File: src/rtl/windowed_throughput_meter_macros.svh
// Assertion macros shared by the throughput meter modules.
`ifndef WINDOWED_THROUGHPUT_METER_MACROS_SVH
`define WINDOWED_THROUGHPUT_METER_MACROS_SVH

// Same-cycle implication, checked outside reset
`define WTM_ASSERT_IMP(lbl, ck, rn, ante, cons) \
  lbl: assert property (@(posedge ck) disable iff (!rn) (ante) |-> (cons)) \
    else $error("throughput meter check failed");

// Next-cycle implication, checked outside reset
`define WTM_ASSERT_NXT(lbl, ck, rn, ante, cons) \
  lbl: assert property (@(posedge ck) disable iff (!rn) (ante) |=> (cons)) \
    else $error("throughput meter check failed");

`endif

File: src/rtl/wtm_pkg.sv
// Shared types and constants for the windowed throughput meter.
package wtm_pkg;

  localparam int TS_W         = 48;
  localparam int POS_W        = 48;
  localparam int RATE_W       = 58;
  localparam int INTERVAL_W   = 16;
  localparam int IN_TDATA_W   = 96;
  localparam int OUT_TDATA_W  = 64;
  localparam int DIV_CNT_W    = $clog2(RATE_W + 1);

  localparam logic [INTERVAL_W-1:0] INTERVAL_RESET = 16'd1000;

  // 1000 = 1024 - 16 - 8, applied as shifts
  localparam int MS_SHIFT_HI  = 10;
  localparam int MS_SHIFT_MID = 4;
  localparam int MS_SHIFT_LO  = 3;

  // One stored ring sample
  typedef struct packed {
    logic [TS_W-1:0]  ts;
    logic [POS_W-1:0] pos;
  } sample_t;

  // Item sequencer states
  typedef enum logic [3:0] {
    S_IDLE,
    S_DECIDE,
    S_ADDR,
    S_DIFF,
    S_MUL_A,
    S_MUL_B,
    S_DIV,
    S_LOAD
  } state_t;

endpackage

File: src/rtl/wtm_ring.sv
// Sample ring memory: one write port, one registered read port.
module wtm_ring #(
  parameter int DEPTH = 16
) (
  input  logic                         clk,
  input  logic                         wr_en,
  input  logic [$clog2(DEPTH)-1:0]     wr_addr,
  input  wtm_pkg::sample_t             wr_data,
  input  logic                         rd_en,
  input  logic [$clog2(DEPTH)-1:0]     rd_addr,
  output wtm_pkg::sample_t             rd_data
);

  wtm_pkg::sample_t mem [DEPTH];
  wtm_pkg::sample_t rd_data_r;

  // Write port
  always_ff @(posedge clk) begin
    if (wr_en) begin
      mem[wr_addr] <= wr_data;
    end
  end

  // Registered read port
  always_ff @(posedge clk) begin
    if (rd_en) begin
      rd_data_r <= mem[rd_addr];
    end
  end

  assign rd_data = rd_data_r;

endmodule

File: src/rtl/wtm_div.sv
// Bit-serial restoring divider: one quotient bit per cycle.
`include "windowed_throughput_meter_macros.svh"

module wtm_div (
  input  logic                         clk,
  input  logic                         rst_n,
  input  logic                         start,
  input  logic [wtm_pkg::RATE_W-1:0]   dividend,
  input  logic [wtm_pkg::TS_W-1:0]     divisor,
  output logic                         busy,
  output logic                         done,
  output logic [wtm_pkg::RATE_W-1:0]   quotient
);

  logic [wtm_pkg::TS_W-1:0]      rem_r;
  logic [wtm_pkg::RATE_W-1:0]    quo_r;
  logic [wtm_pkg::TS_W-1:0]      dvs_r;
  logic [wtm_pkg::DIV_CNT_W-1:0] cnt_r;
  logic                          busy_r;
  logic                          done_r;

  logic [wtm_pkg::TS_W:0]        shifted;
  logic [wtm_pkg::TS_W+1:0]      trial;
  logic                          q_bit;
  logic [wtm_pkg::TS_W-1:0]      rem_nxt;

  // One restoring step: bring in the next dividend bit, try the subtract
  always_comb begin
    shifted = {rem_r, quo_r[wtm_pkg::RATE_W-1]};
    trial   = {1'b0, shifted} - {2'b00, dvs_r};
    q_bit   = ~trial[wtm_pkg::TS_W+1];
    rem_nxt = q_bit ? trial[wtm_pkg::TS_W-1:0] : shifted[wtm_pkg::TS_W-1:0];
  end

  // Control
  always_ff @(posedge clk) begin
    if (!rst_n) begin
      busy_r <= 1'b0;
      done_r <= 1'b0;
      cnt_r  <= '0;
    end else begin
      done_r <= 1'b0;
      if (start) begin
        busy_r <= 1'b1;
        cnt_r  <= wtm_pkg::DIV_CNT_W'(wtm_pkg::RATE_W);
      end else if (busy_r) begin
        cnt_r <= cnt_r - 1'b1;
        if (cnt_r == wtm_pkg::DIV_CNT_W'(1)) begin
          busy_r <= 1'b0;
          done_r <= 1'b1;
        end
      end
    end
  end

  // Shift registers for remainder and dividend/quotient
  always_ff @(posedge clk) begin
    if (start) begin
      rem_r <= '0;
      quo_r <= dividend;
      dvs_r <= divisor;
    end else if (busy_r) begin
      rem_r <= rem_nxt;
      quo_r <= {quo_r[wtm_pkg::RATE_W-2:0], q_bit};
    end
  end

  assign busy     = busy_r;
  assign done     = done_r;
  assign quotient = quo_r;

  `WTM_ASSERT_IMP(a_start_idle, clk, rst_n, start, !busy_r)
  `WTM_ASSERT_IMP(a_done_idle, clk, rst_n, done_r, !busy_r)
  `WTM_ASSERT_IMP(a_busy_count, clk, rst_n, busy_r, cnt_r != '0)

endmodule

File: src/rtl/windowed_throughput_meter.sv
// Windowed throughput meter top level: sequencer, sample registers, output stage.
//
// Input channel (in_*): each transaction carries a millisecond timestamp and a
// byte position. The first item after reset is always stored in the sample
// ring; later ones are stored only when cfg interval milliseconds have passed
// since the newest stored sample. Every item gives exactly one result on the
// output channel (out_*): the rate in bytes per second between the oldest and
// newest ring samples (zero with fewer than two samples or a zero time span),
// and in out_tuser a flag set when the item was stored.
// Path from input acceptance to out_tvalid: store decision, ring read,
// differences and times-1000, then the bit-serial divider (one quotient bit
// per cycle), then the hand-over to the output register. Items with a zero
// rate skip the divider. One item is in work at a time and in_tready rises in
// the same cycle as the result reaches the output register, so a new item is
// taken only after the last result has been loaded.
// Reset (rst_n low, synchronous) empties the ring, sets the interval to 1000 ms
// and drops out_tvalid. If the receiver stalls, the result holds in the output
// register; one further item may be worked, then it waits for the register.
// cfg_wr_en writes the interval; write only while no item is in work.
`include "windowed_throughput_meter_macros.svh"

module windowed_throughput_meter #(
  parameter int DEPTH = 16
) (
  input  logic                                clk,
  input  logic                                rst_n,
  // Interval register write
  input  logic                                cfg_wr_en,
  input  logic [wtm_pkg::INTERVAL_W-1:0]      cfg_wr_data,  // sample_interval_ms
  // Input channel
  input  logic                                in_tvalid,
  output logic                                in_tready,
  input  logic [wtm_pkg::IN_TDATA_W-1:0]      in_tdata,     // timestamp_ms, position
  // Result channel
  output logic                                out_tvalid,
  input  logic                                out_tready,
  output logic [wtm_pkg::OUT_TDATA_W-1:0]     out_tdata,    // rate_bytes_per_sec, zero pad
  output logic                                out_tuser     // sample_stored
);

  localparam int SLOT_W  = $clog2(DEPTH);
  localparam int COUNT_W = $clog2(DEPTH + 1);
  localparam int SUM_W   = $clog2(2 * DEPTH + 1);

  wtm_pkg::state_t state_r, state_nxt;

  // Control state
  logic [wtm_pkg::INTERVAL_W-1:0] interval_r;
  logic [SLOT_W-1:0]              newest_slot_r;
  logic [COUNT_W-1:0]             count_r;
  logic                           out_tvalid_r;

  // Payload registers
  logic [wtm_pkg::TS_W-1:0]       ts_r;
  logic [wtm_pkg::POS_W-1:0]      pos_r;
  logic [wtm_pkg::TS_W-1:0]       newest_ts_r;
  logic [wtm_pkg::POS_W-1:0]      newest_pos_r;
  logic                           stored_r;
  logic [wtm_pkg::POS_W-1:0]      dpos_r;
  logic [wtm_pkg::TS_W-1:0]       dtime_r;
  logic                           zero_r;
  logic [wtm_pkg::RATE_W-1:0]     prod_r;
  logic [wtm_pkg::RATE_W-1:0]     rate_r;
  logic                           out_stored_r;

  // Sequencer outputs
  logic                           in_accept;
  logic                           out_free;
  logic                           ring_wr;
  logic                           ring_rd;
  logic                           div_start;
  logic                           out_load;

  // Datapath signals
  logic [wtm_pkg::TS_W-1:0]       elapsed;
  logic                           store;
  logic [SLOT_W-1:0]              next_slot;
  logic [SLOT_W-1:0]              store_slot;
  logic [SUM_W-1:0]               oldest_sum;
  logic [SLOT_W-1:0]              oldest_slot;
  wtm_pkg::sample_t               wr_sample;
  wtm_pkg::sample_t               rd_sample;
  logic                           div_busy;
  logic                           div_done;
  logic [wtm_pkg::RATE_W-1:0]     div_q;

  assign in_accept = in_tvalid & in_tready;
  assign out_free  = ~out_tvalid_r | out_tready;

  // Next state
  always_comb begin
    state_nxt = state_r;
    unique case (state_r)
      wtm_pkg::S_IDLE:   if (in_tvalid) state_nxt = wtm_pkg::S_DECIDE;
      wtm_pkg::S_DECIDE: state_nxt = wtm_pkg::S_ADDR;
      wtm_pkg::S_ADDR:   state_nxt = wtm_pkg::S_DIFF;
      wtm_pkg::S_DIFF:   state_nxt = wtm_pkg::S_MUL_A;
      wtm_pkg::S_MUL_A:  state_nxt = wtm_pkg::S_MUL_B;
      wtm_pkg::S_MUL_B:  state_nxt = zero_r ? wtm_pkg::S_LOAD : wtm_pkg::S_DIV;
      wtm_pkg::S_DIV:    if (div_done) state_nxt = wtm_pkg::S_LOAD;
      wtm_pkg::S_LOAD:   if (out_free) state_nxt = wtm_pkg::S_IDLE;
      default:           state_nxt = wtm_pkg::S_IDLE;
    endcase
  end

  // Sequencer outputs; the divider starts on entry to S_DIV, once the product is final
  always_comb begin
    in_tready = 1'b0;
    ring_wr   = 1'b0;
    ring_rd   = 1'b0;
    div_start = 1'b0;
    out_load  = 1'b0;
    unique case (state_r)
      wtm_pkg::S_IDLE:   in_tready = 1'b1;
      wtm_pkg::S_DECIDE: ring_wr   = store;
      wtm_pkg::S_ADDR:   ring_rd   = 1'b1;
      wtm_pkg::S_DIV:    div_start = ~div_busy & ~div_done;
      wtm_pkg::S_LOAD:   out_load  = out_free;
      default: ;
    endcase
  end

  always_ff @(posedge clk) begin
    if (!rst_n) begin
      state_r <= wtm_pkg::S_IDLE;
    end else begin
      state_r <= state_nxt;
    end
  end

  // Interval register
  always_ff @(posedge clk) begin
    if (!rst_n) begin
      interval_r <= wtm_pkg::INTERVAL_RESET;
    end else if (cfg_wr_en) begin
      interval_r <= cfg_wr_data;
    end
  end

  // Capture the incoming transaction
  always_ff @(posedge clk) begin
    if (in_accept) begin
      ts_r  <= in_tdata[wtm_pkg::TS_W-1:0];
      pos_r <= in_tdata[wtm_pkg::TS_W +: wtm_pkg::POS_W];
    end
  end

  // Store decision against the newest sample
  always_comb begin
    elapsed    = ts_r - newest_ts_r;
    store      = (count_r == '0) ||
                 (elapsed >= {{(wtm_pkg::TS_W - wtm_pkg::INTERVAL_W){1'b0}}, interval_r});
    next_slot  = (newest_slot_r == SLOT_W'(DEPTH - 1)) ? '0 : newest_slot_r + 1'b1;
    store_slot = (count_r == '0) ? newest_slot_r : next_slot;
    wr_sample  = '{ts: ts_r, pos: pos_r};
  end

  // Ring pointers and newest-sample copy
  always_ff @(posedge clk) begin
    if (!rst_n) begin
      newest_slot_r <= '0;
      count_r       <= '0;
    end else if (ring_wr) begin
      newest_slot_r <= store_slot;
      if (count_r != COUNT_W'(DEPTH)) begin
        count_r <= count_r + 1'b1;
      end
    end
  end

  always_ff @(posedge clk) begin
    if (state_r == wtm_pkg::S_DECIDE) begin
      stored_r <= store;
    end
    if (ring_wr) begin
      newest_ts_r  <= ts_r;
      newest_pos_r <= pos_r;
    end
  end

  // Oldest valid slot: newest + 1 - count, modulo DEPTH
  always_comb begin
    oldest_sum = SUM_W'(newest_slot_r) + SUM_W'(DEPTH + 1) - SUM_W'(count_r);
    if (oldest_sum >= SUM_W'(DEPTH)) begin
      oldest_slot = SLOT_W'(oldest_sum - SUM_W'(DEPTH));
    end else begin
      oldest_slot = SLOT_W'(oldest_sum);
    end
  end

  wtm_ring #(
    .DEPTH (DEPTH)
  ) u_ring (
    .clk     (clk),
    .wr_en   (ring_wr),
    .wr_addr (store_slot),
    .wr_data (wr_sample),
    .rd_en   (ring_rd),
    .rd_addr (oldest_slot),
    .rd_data (rd_sample)
  );

  // Window differences, then position difference times 1000 in two steps
  always_ff @(posedge clk) begin
    if (state_r == wtm_pkg::S_DIFF) begin
      dpos_r  <= newest_pos_r - rd_sample.pos;
      dtime_r <= newest_ts_r - rd_sample.ts;
      zero_r  <= (count_r < COUNT_W'(2)) || (newest_ts_r == rd_sample.ts);
    end
    if (state_r == wtm_pkg::S_MUL_A) begin
      prod_r <= {dpos_r, {wtm_pkg::MS_SHIFT_HI{1'b0}}} -
                {{(wtm_pkg::RATE_W - wtm_pkg::POS_W - wtm_pkg::MS_SHIFT_MID){1'b0}},
                 dpos_r, {wtm_pkg::MS_SHIFT_MID{1'b0}}};
    end
    if (state_r == wtm_pkg::S_MUL_B) begin
      prod_r <= prod_r -
                {{(wtm_pkg::RATE_W - wtm_pkg::POS_W - wtm_pkg::MS_SHIFT_LO){1'b0}},
                 dpos_r, {wtm_pkg::MS_SHIFT_LO{1'b0}}};
    end
  end

  wtm_div u_div (
    .clk      (clk),
    .rst_n    (rst_n),
    .start    (div_start),
    .dividend (prod_r),
    .divisor  (dtime_r),
    .busy     (div_busy),
    .done     (div_done),
    .quotient (div_q)
  );

  // Output register
  always_ff @(posedge clk) begin
    if (!rst_n) begin
      out_tvalid_r <= 1'b0;
    end else if (out_load) begin
      out_tvalid_r <= 1'b1;
    end else if (out_tready) begin
      out_tvalid_r <= 1'b0;
    end
  end

  always_ff @(posedge clk) begin
    if (out_load) begin
      rate_r       <= zero_r ? '0 : div_q;
      out_stored_r <= stored_r;
    end
  end

  assign out_tvalid = out_tvalid_r;
  assign out_tdata  = {{(wtm_pkg::OUT_TDATA_W - wtm_pkg::RATE_W){1'b0}}, rate_r};
  assign out_tuser  = out_stored_r;

  `WTM_ASSERT_IMP(a_count_bound, clk, rst_n, 1'b1, count_r <= COUNT_W'(DEPTH))
  `WTM_ASSERT_IMP(a_slot_bound, clk, rst_n, 1'b1, newest_slot_r <= SLOT_W'(DEPTH - 1))
  `WTM_ASSERT_NXT(a_accept_decide, clk, rst_n, in_accept, state_r == wtm_pkg::S_DECIDE)
  `WTM_ASSERT_IMP(a_div_in_div, clk, rst_n, div_busy, state_r == wtm_pkg::S_DIV)

endmodule

File: config.mk
export PLATFORM = sky130hd
export DESIGN_NAME = windowed_throughput_meter
export DESIGN_NICKNAME = d
export VERILOG_FILES = /design/src/rtl/wtm_pkg.sv /design/src/rtl/wtm_ring.sv /design/src/rtl/wtm_div.sv /design/src/rtl/windowed_throughput_meter.sv
export VERILOG_INCLUDE_DIRS = /design/src /design/src/rtl
export SDC_FILE = /design/constraint.sdc
export NUM_CORES = 2
export LEC_CHECK = 0
export ABC_AREA = 1
export BUFFER_PORTS_ARGS = -buffer_cell sky130_fd_sc_hd__buf_2
export CAP_MARGIN = 10
export CORE_AREA = 8 8 465 467
export DETAILED_ROUTE_END_ITERATION = 7
export DIE_AREA = 0 0 473 475
export PLACE_DENSITY = 0.66
export SLEW_MARGIN = 10
export SYNTH_ARGS = -nofsm -noshare
export SYNTH_HDL_FRONTEND = slang
export SYNTH_SLANG_ARGS = --single-unit
File: constraint.sdc
create_clock -name clk -period 9.45 [get_ports clk]
set_clock_uncertainty 0.2 [all_clocks]
set_input_delay 0.945 -clock clk [delete_from_list [all_inputs] [get_ports clk]]
set_output_delay 0.945 -clock clk [all_outputs]
set_load 0.01 [all_outputs]
==> Word level (Yosys, flattened, before mapping) <==
Memories as Yosys holds them, arrays and structs flattened. A register that Yosys moved wholly into a read port is not among the register bits.
Cells that the tools add are included.
{ "totals": {"ff_bits": 599, "latchBits": 0, "ramBits": 1536, "mem_bits_ro": 0, "in_bits": 117, "out_inout_bits": 67, "wordCells": 100, "memories": 1} }
{ "memory_table": {"columns": ["name", "words", "width", "read_ports", "rd_clocked_by_memory_dff", "wr", "line_no", "source"], "rows": [
  ["u_ring.mem", 16, 96, 1, 1, 1, "wtm_ring.sv:14", "wtm_pkg::sample_t mem [DEPTH];"]
]} }
{ "op_classes": {"add_sub_neg": 12, "multipliers": 0, "div_mod_pow": 0, "magnitude_cmp": 3, "eq_ne": 14, "shift": 0, "n_mux": 28, "n_bitwise": 8, "reduce_logical": 11} }
{ "op_table": {"columns": ["operator", "count"], "rows": [
  ["2-to-1 mux 58 bit", 4],
  ["subtractor 48 bit", 3],
  ["subtractor 58 x 51 -> 58 bit", 1],
  ["subtractor 58 x 52 -> 58 bit", 1],
  ["subtractor 49 x 48 -> 50 bit", 1],
  ["equality test 48 bit", 1],
  ["greater-or-equal comparator 48 x 16 -> 1 bit", 1],
  ["2-to-1 mux 48 bit", 1],
  ["case mux 4 bit (8 select lines)", 1],
  ["2-to-1 mux 4 bit", 6],
  ["equality test 4 x 3 -> 1 bit (second input constant)", 4],
  ["2-to-1 mux 1 bit", 14],
  ["2-to-1 mux 6 bit", 2],
  ["equality test 4 x 2 -> 1 bit (second input constant)", 2],
  ["adder 4 x 5 -> 6 bit (second input constant)", 1],
  ["equality test 6 x 1 -> 1 bit (second input constant)", 1],
  ["greater-or-equal comparator 6 x 5 -> 1 bit (second input constant)", 1],
  ["nonzero test 2 bit", 3],
  ["subtractor 6 x 1 -> 6 bit (second input constant)", 1],
  ["subtractor 6 x 5 -> 6 bit", 1],
  ["adder 5 x 1 -> 5 bit (second input constant)", 1],
  ["zero test 5 bit", 1],
  ["< comparator 5 x 2 -> 1 bit (second input constant)", 1],
  ["inequality test 5 bit (second input constant)", 1],
  ["15 further kinds", 22]
]} }

==> Depth between registers and ports, before layout <==
{ "depth": {"ltp_word": 6, "mapped_depth": 28} }

==> Modules after synthesis <==
Synthesis repeated with hierarchy kept, for this count alone.
{ "unflattened": {"cells_unflattened": 11922, "hier_area_um2": 110830.0} }
{ "by_module_without_submodules": {"columns": ["module", "instances", "cells_per_inst", "area_each_um2", "seq_area_each_um2"], "rows": [
  ["wtm_ring", 1, 6302, 68604.5, 49007.0],
  ["windowed_throughput_meter", 1, 3981, 31217.4, 12712.2],
  ["wtm_div", 1, 1639, 11008.1, 4304.1]
]} }

==> Worst setup path after synthesis <==
OpenSTA, ideal clock, no wires.
{ "synth_path": {"path_kind": "register to register", "from": "register ts_r[0] (netlist name)", "to": "memory u_ring.mem[0][0] (netlist name), enable pin", "setup_ps": 552, "arrival_time_ps": 7770, "slack_ps": 928, "stages_incl_launch_ff": 29, "n_path_buf": 0, "synth_period_minus_slack_ps": 8522, "cell_sequence": "edfxtp_1 > inv_1 > ha_1 > inv_1 > fa_1 > nand2_1 > nand3_1 > nand3_1 > nand2_1 > nand2_1 > nand2_1 > xor2_1 > ha_1 > nand2_1 > nor2_1 > a211oi_1 > nand2_1 > nand2_1 > nand3_1 > nor2_1 > nand2_1 > nor2_1 > nand4_1 > nor2_2 > nand3_4 > nand2_4 > inv_4 > nand3_2 > nor2_1"} }
{ "synth_via": {"elab_chain_len": 6} }
{ "synth_lines": {"columns": ["item", "line_no", "source"], "rows": [
  ["start: declaration", "windowed_throughput_meter.sv:54", "logic [wtm_pkg::TS_W-1:0] ts_r;"],
  ["start signal: assignment", "windowed_throughput_meter.sv:143", "ts_r <= in_tdata[wtm_pkg::TS_W-1:0];"],
  ["subtractor 48 bit", "windowed_throughput_meter.sv:150", "elapsed = ts_r - newest_ts_r;"],
  ["greater-or-equal comparator 48 x 16 -> 1 bit", "windowed_throughput_meter.sv:152", "(elapsed >= {{(wtm_pkg::TS_W - wtm_pkg::INTERVAL_W){1'b0}}, interval_r});"],
  ["logical OR 1 bit", "windowed_throughput_meter.sv:151", "store = (count_r == '0) ||"],
  ["2-to-1 mux 1 bit", "windowed_throughput_meter.sv:113", "unique case (state_r)"],
  ["via ring_wr", "windowed_throughput_meter.sv:69", "logic ring_wr;"],
  ["2-to-1 mux 1 bit", "wtm_ring.sv:19", "if (wr_en) begin"],
  ["2-to-1 mux 1 bit (not written as such)", "wtm_ring.sv:20", "mem[wr_addr] <= wr_data;"],
  ["end: declaration", "wtm_ring.sv:14", null]
]} }
The timed path passes the listed nets, and every way through them passes these cells.

==> Final worst setup path <==
{ "layout_path": {"from": "register ts_r[0] (netlist name)", "to": "memory u_ring.mem[9][84] (netlist name), enable pin"} }
Same word-level chain as after synthesis.

==> flow_summary.json <==
{
  "result_of_the_run": "complete, no violations",
  "timing.fmax_mhz": 149,
  "final_common_cell": "edfxtp_1",
  "grt_pass1_vias": 67655,
  "peakVddDrop_mv": 0.230,
  "clock_latency_ns": 0.90,
  "synth_warnings": 0,
  "drv.max_cap_violation_count": 0,
  "io_buffer_count": 177,
  "critical_path.endpoint_type": "register",
  "postCtsSetupBuffers": 0,
  "antenna_violations_before_repair": 27,
  "critPathBufInv": 4,
  "timing.hold.worst.class": "in -> reg",
  "timing.critical_path.from_type": "register",
  "floorplan.die.height_um": 475,
  "drt-wirelength-per-cell_um": 22.6,
  "power_density_nw_per_um2": 247,
  "most-common-layout-cells": "edfxtp_1, inv_1, o21ai_0, nand2_1, a21oi_1",
  "mappedNetlistArea_sq_um": 104000,
  "core_box_area_sq_um": 209000,
  "post_cts.resized_instances": 0,
  "worst-path-max-fanout": 53,
  "floorplan.die_area_sq_um": 225000,
  "setup_viol": 0,
  "finalCriticalPeriod_ns": 6.72,
  "first_pass_iters": 8,
  "viasPerCell": 5.62,
  "boundary_pins": 184,
  "detailroute.via_count": 70651,
  "max_stage_delay_ns": 0.82,
  "critical_path.top_delay_family": "simple AND/OR/NAND/NOR gates",
  "worst-slew-pin-transition_ns": 1.25,
  "initial_utilization": 0.498,
  "grt-ovfl-total": 0,
  "drive_gt1_frac": 0.0703,
  "gate_count_post_synth": 9363,
  "cp_data_required_time_ns": 9.71,
  "fin_crit_sh": 0.711,
  "cts_inserted_buffers": 219,
  "leakage_nw": 44.9,
  "slew_headroom": 0.155,
  "final_antenna_net_count": 0,
  "setup_repair_after_global_routing_missed_its_margin": "no",
  "area_growth_syn_to_layout_pct": 11.5,
  "htreeDepth": 4,
  "finalWeightedCongestion": 0.938,
  "timing.critical_path.arrival_ns": 6.98,
  "cts.clk_slew.worst_paths_ns": 0.06,
  "maxSlewViolCount": 0,
  "clockBufferDepth": 3,
  "total_nets_final": 9991,
  "ctsRootBufferMaster": "clkbuf_16",
  "finalHoldViolations": 0,
  "chipWidth_um": 473,
  "postRouteWirelength_um": 284000,
  "grt_max_degree": 183,
  "cts.sink_count": 2227,
  "count_of_unique_library_cells_instantiated_by_yosys": 64,
  "tritoncts_clock_tree": "done",
  "grt.total_usage": 0.244,
  "post-route-drc-count": 0,
  "initial_drc_count": 7424,
  "synth.ff_latch_count": 2227,
  "placement_rows": 168,
  "post_synth.cell_area_avg_sq_um": 11.1,
  "setup-tns-final_ns": 0,
  "num-fill-cells": 17635,
  "detailedPlacementHpwl_um": 187000,
  "critPathMostFrequentCell": "nand2_1",
  "layout.core_utilization": 0.555,
  "synth_sequential_area_ratio": 0.636,
  "cp_slowest_cell": "nor2_4",
  "grt_pass1_wl_um": 421000,
  "worstSetupPathType": "reg -> reg"
}
## path summary, 6_finish.rpt
kind	start	end	slack [ns]	depth (start not counted)
max	ts_r[0]	u_ring.mem[9][84]	2.73	29
min reg2reg	dtime_r[16]	u_div.dvs_r[16]	0.20	0
min	in_tdata[13]	ts_r[13]	0.07	1
max reg2reg	ts_r[0]	u_ring.mem[9][84]	2.73	29
## what timing repair did
item,CTS,global route
hold buffers,49,0
hold endpoints to repair,49,0
endpoints found under the setup margin,0,0
## area by class of cell
| class | count | area [sq um] | area share |
|---|---|---|---|
| flip-flops and latches | 2227 | 66000 | 0.571 |
| diodes | 5 | 12.5 | 0.000108 |
| well taps | 2805 | 3510 | 0.0303 |
| inverters | 1295 | 4880 | 0.0422 |
| clock inverters | 153 | 1550 | 0.0134 |
| multi-input cells | 5505 | 31800 | 0.275 |
| repair buffers | 315 | 2230 | 0.0193 |
| clock buffers | 263 | 5690 | 0.0491 |
## metrics by stage
step	instances	power [W]	area [sq um]	hold slack (ns)	setup WS [ns]
after detailed placement	12098	0.0200	108000	0.205	2.68
final	12568	0.0286	116000	0.0676	2.73
after global routing	12565	0.0299	116000	0.0105	2.20
after floorplan	9368	0.0171	104000	0.200	0.928
after global placement	12098	0.0199	108000	0.201	2.72
after CTS	12563	0.0287	116000	0.000932	2.61
## state kept, by name, indices dropped and copies added, names as in the netlist, 48 cells and up
| signal | flops |
|---|---|
| u_div.quotient | 58 |
| rate_r | 58 |
| u_div.dvs_r | 48 |
| u_ring.rd_data | 96 |
| newest_pos_r | 48 |
| prod_r | 55 |
| u_div.rem_r | 48 |
| newest_ts_r | 48 |
| dpos_r | 48 |
| u_ring.mem | 1536 |
| pos_r | 48 |
| ts_r | 48 |
| dtime_r | 48 |
## where the power goes
group | internal, W | leakage, nW | switching, W
registers | 0.0117 | 20.1 | 0.000370
logic | 0.00230 | 21.4 | 0.00559
clock network | 0.00482 | 3.48 | 0.00383
## Yosys cell counts, drive strengths merged
master   number  area, sq um
ha          305         3820
nor4         18          119
nand3b       12         90.1
or2          14         87.6
nand2       984         3730
clkbuf      263          987
o32ai         1         8.76
a211oi        8         60.1
o22ai        65          407
o31ai         7         52.6
o21bai       37          282
and2          4         25.0
xor2        100          876
nor3         48          260
o21ai      1282         6440
and3          9         57.6
o211ai       95          718
or3           1         6.26
a311oi        1         8.76
o21a         42          315
edfxtp     2142        64300
nor2        722         2740
mux2i       384         3840
o221a         1         11.3
nand3       197         1030
inv        1295         4860
fa            6          120
o221ai       10         87.6
buf          78          380
a21boi       15          113
o2111ai       6         52.6
a21oi       887         4450
conb          1         3.75
a21o         26          195
o211a         2         20.0
nor3b         2         15.0
nand4        43          269
a31oi        74          463
dfxtp        85         1700
a31o          4         35.0
a2111oi       1         8.76
xnor2        82          718
a221oi        4         35.0
## routing by layer
metal  up-vias  GRT usage  share of wire
met4         6     0.0643          0.026
met1     34121      0.360           0.45
met3       381     0.0404          0.081
met2      2739      0.379           0.44
met5         -          0        0.00013
li1      33404          -              -
## cell families after synthesis
logic type,count (synthesis),synth area share
XOR/XNOR,182,0.0154
AO/OA/AOI/OAI,2568,0.133
AND/OR/NAND/NOR,2054,0.0812
flip-flops,2227,0.636
adder cells (fa/ha/maj),311,0.0379
buffers and inverters,1636,0.0600
multiplexers,384,0.0370
other,1,0.0000361
(Power assumes the default switching activity.)
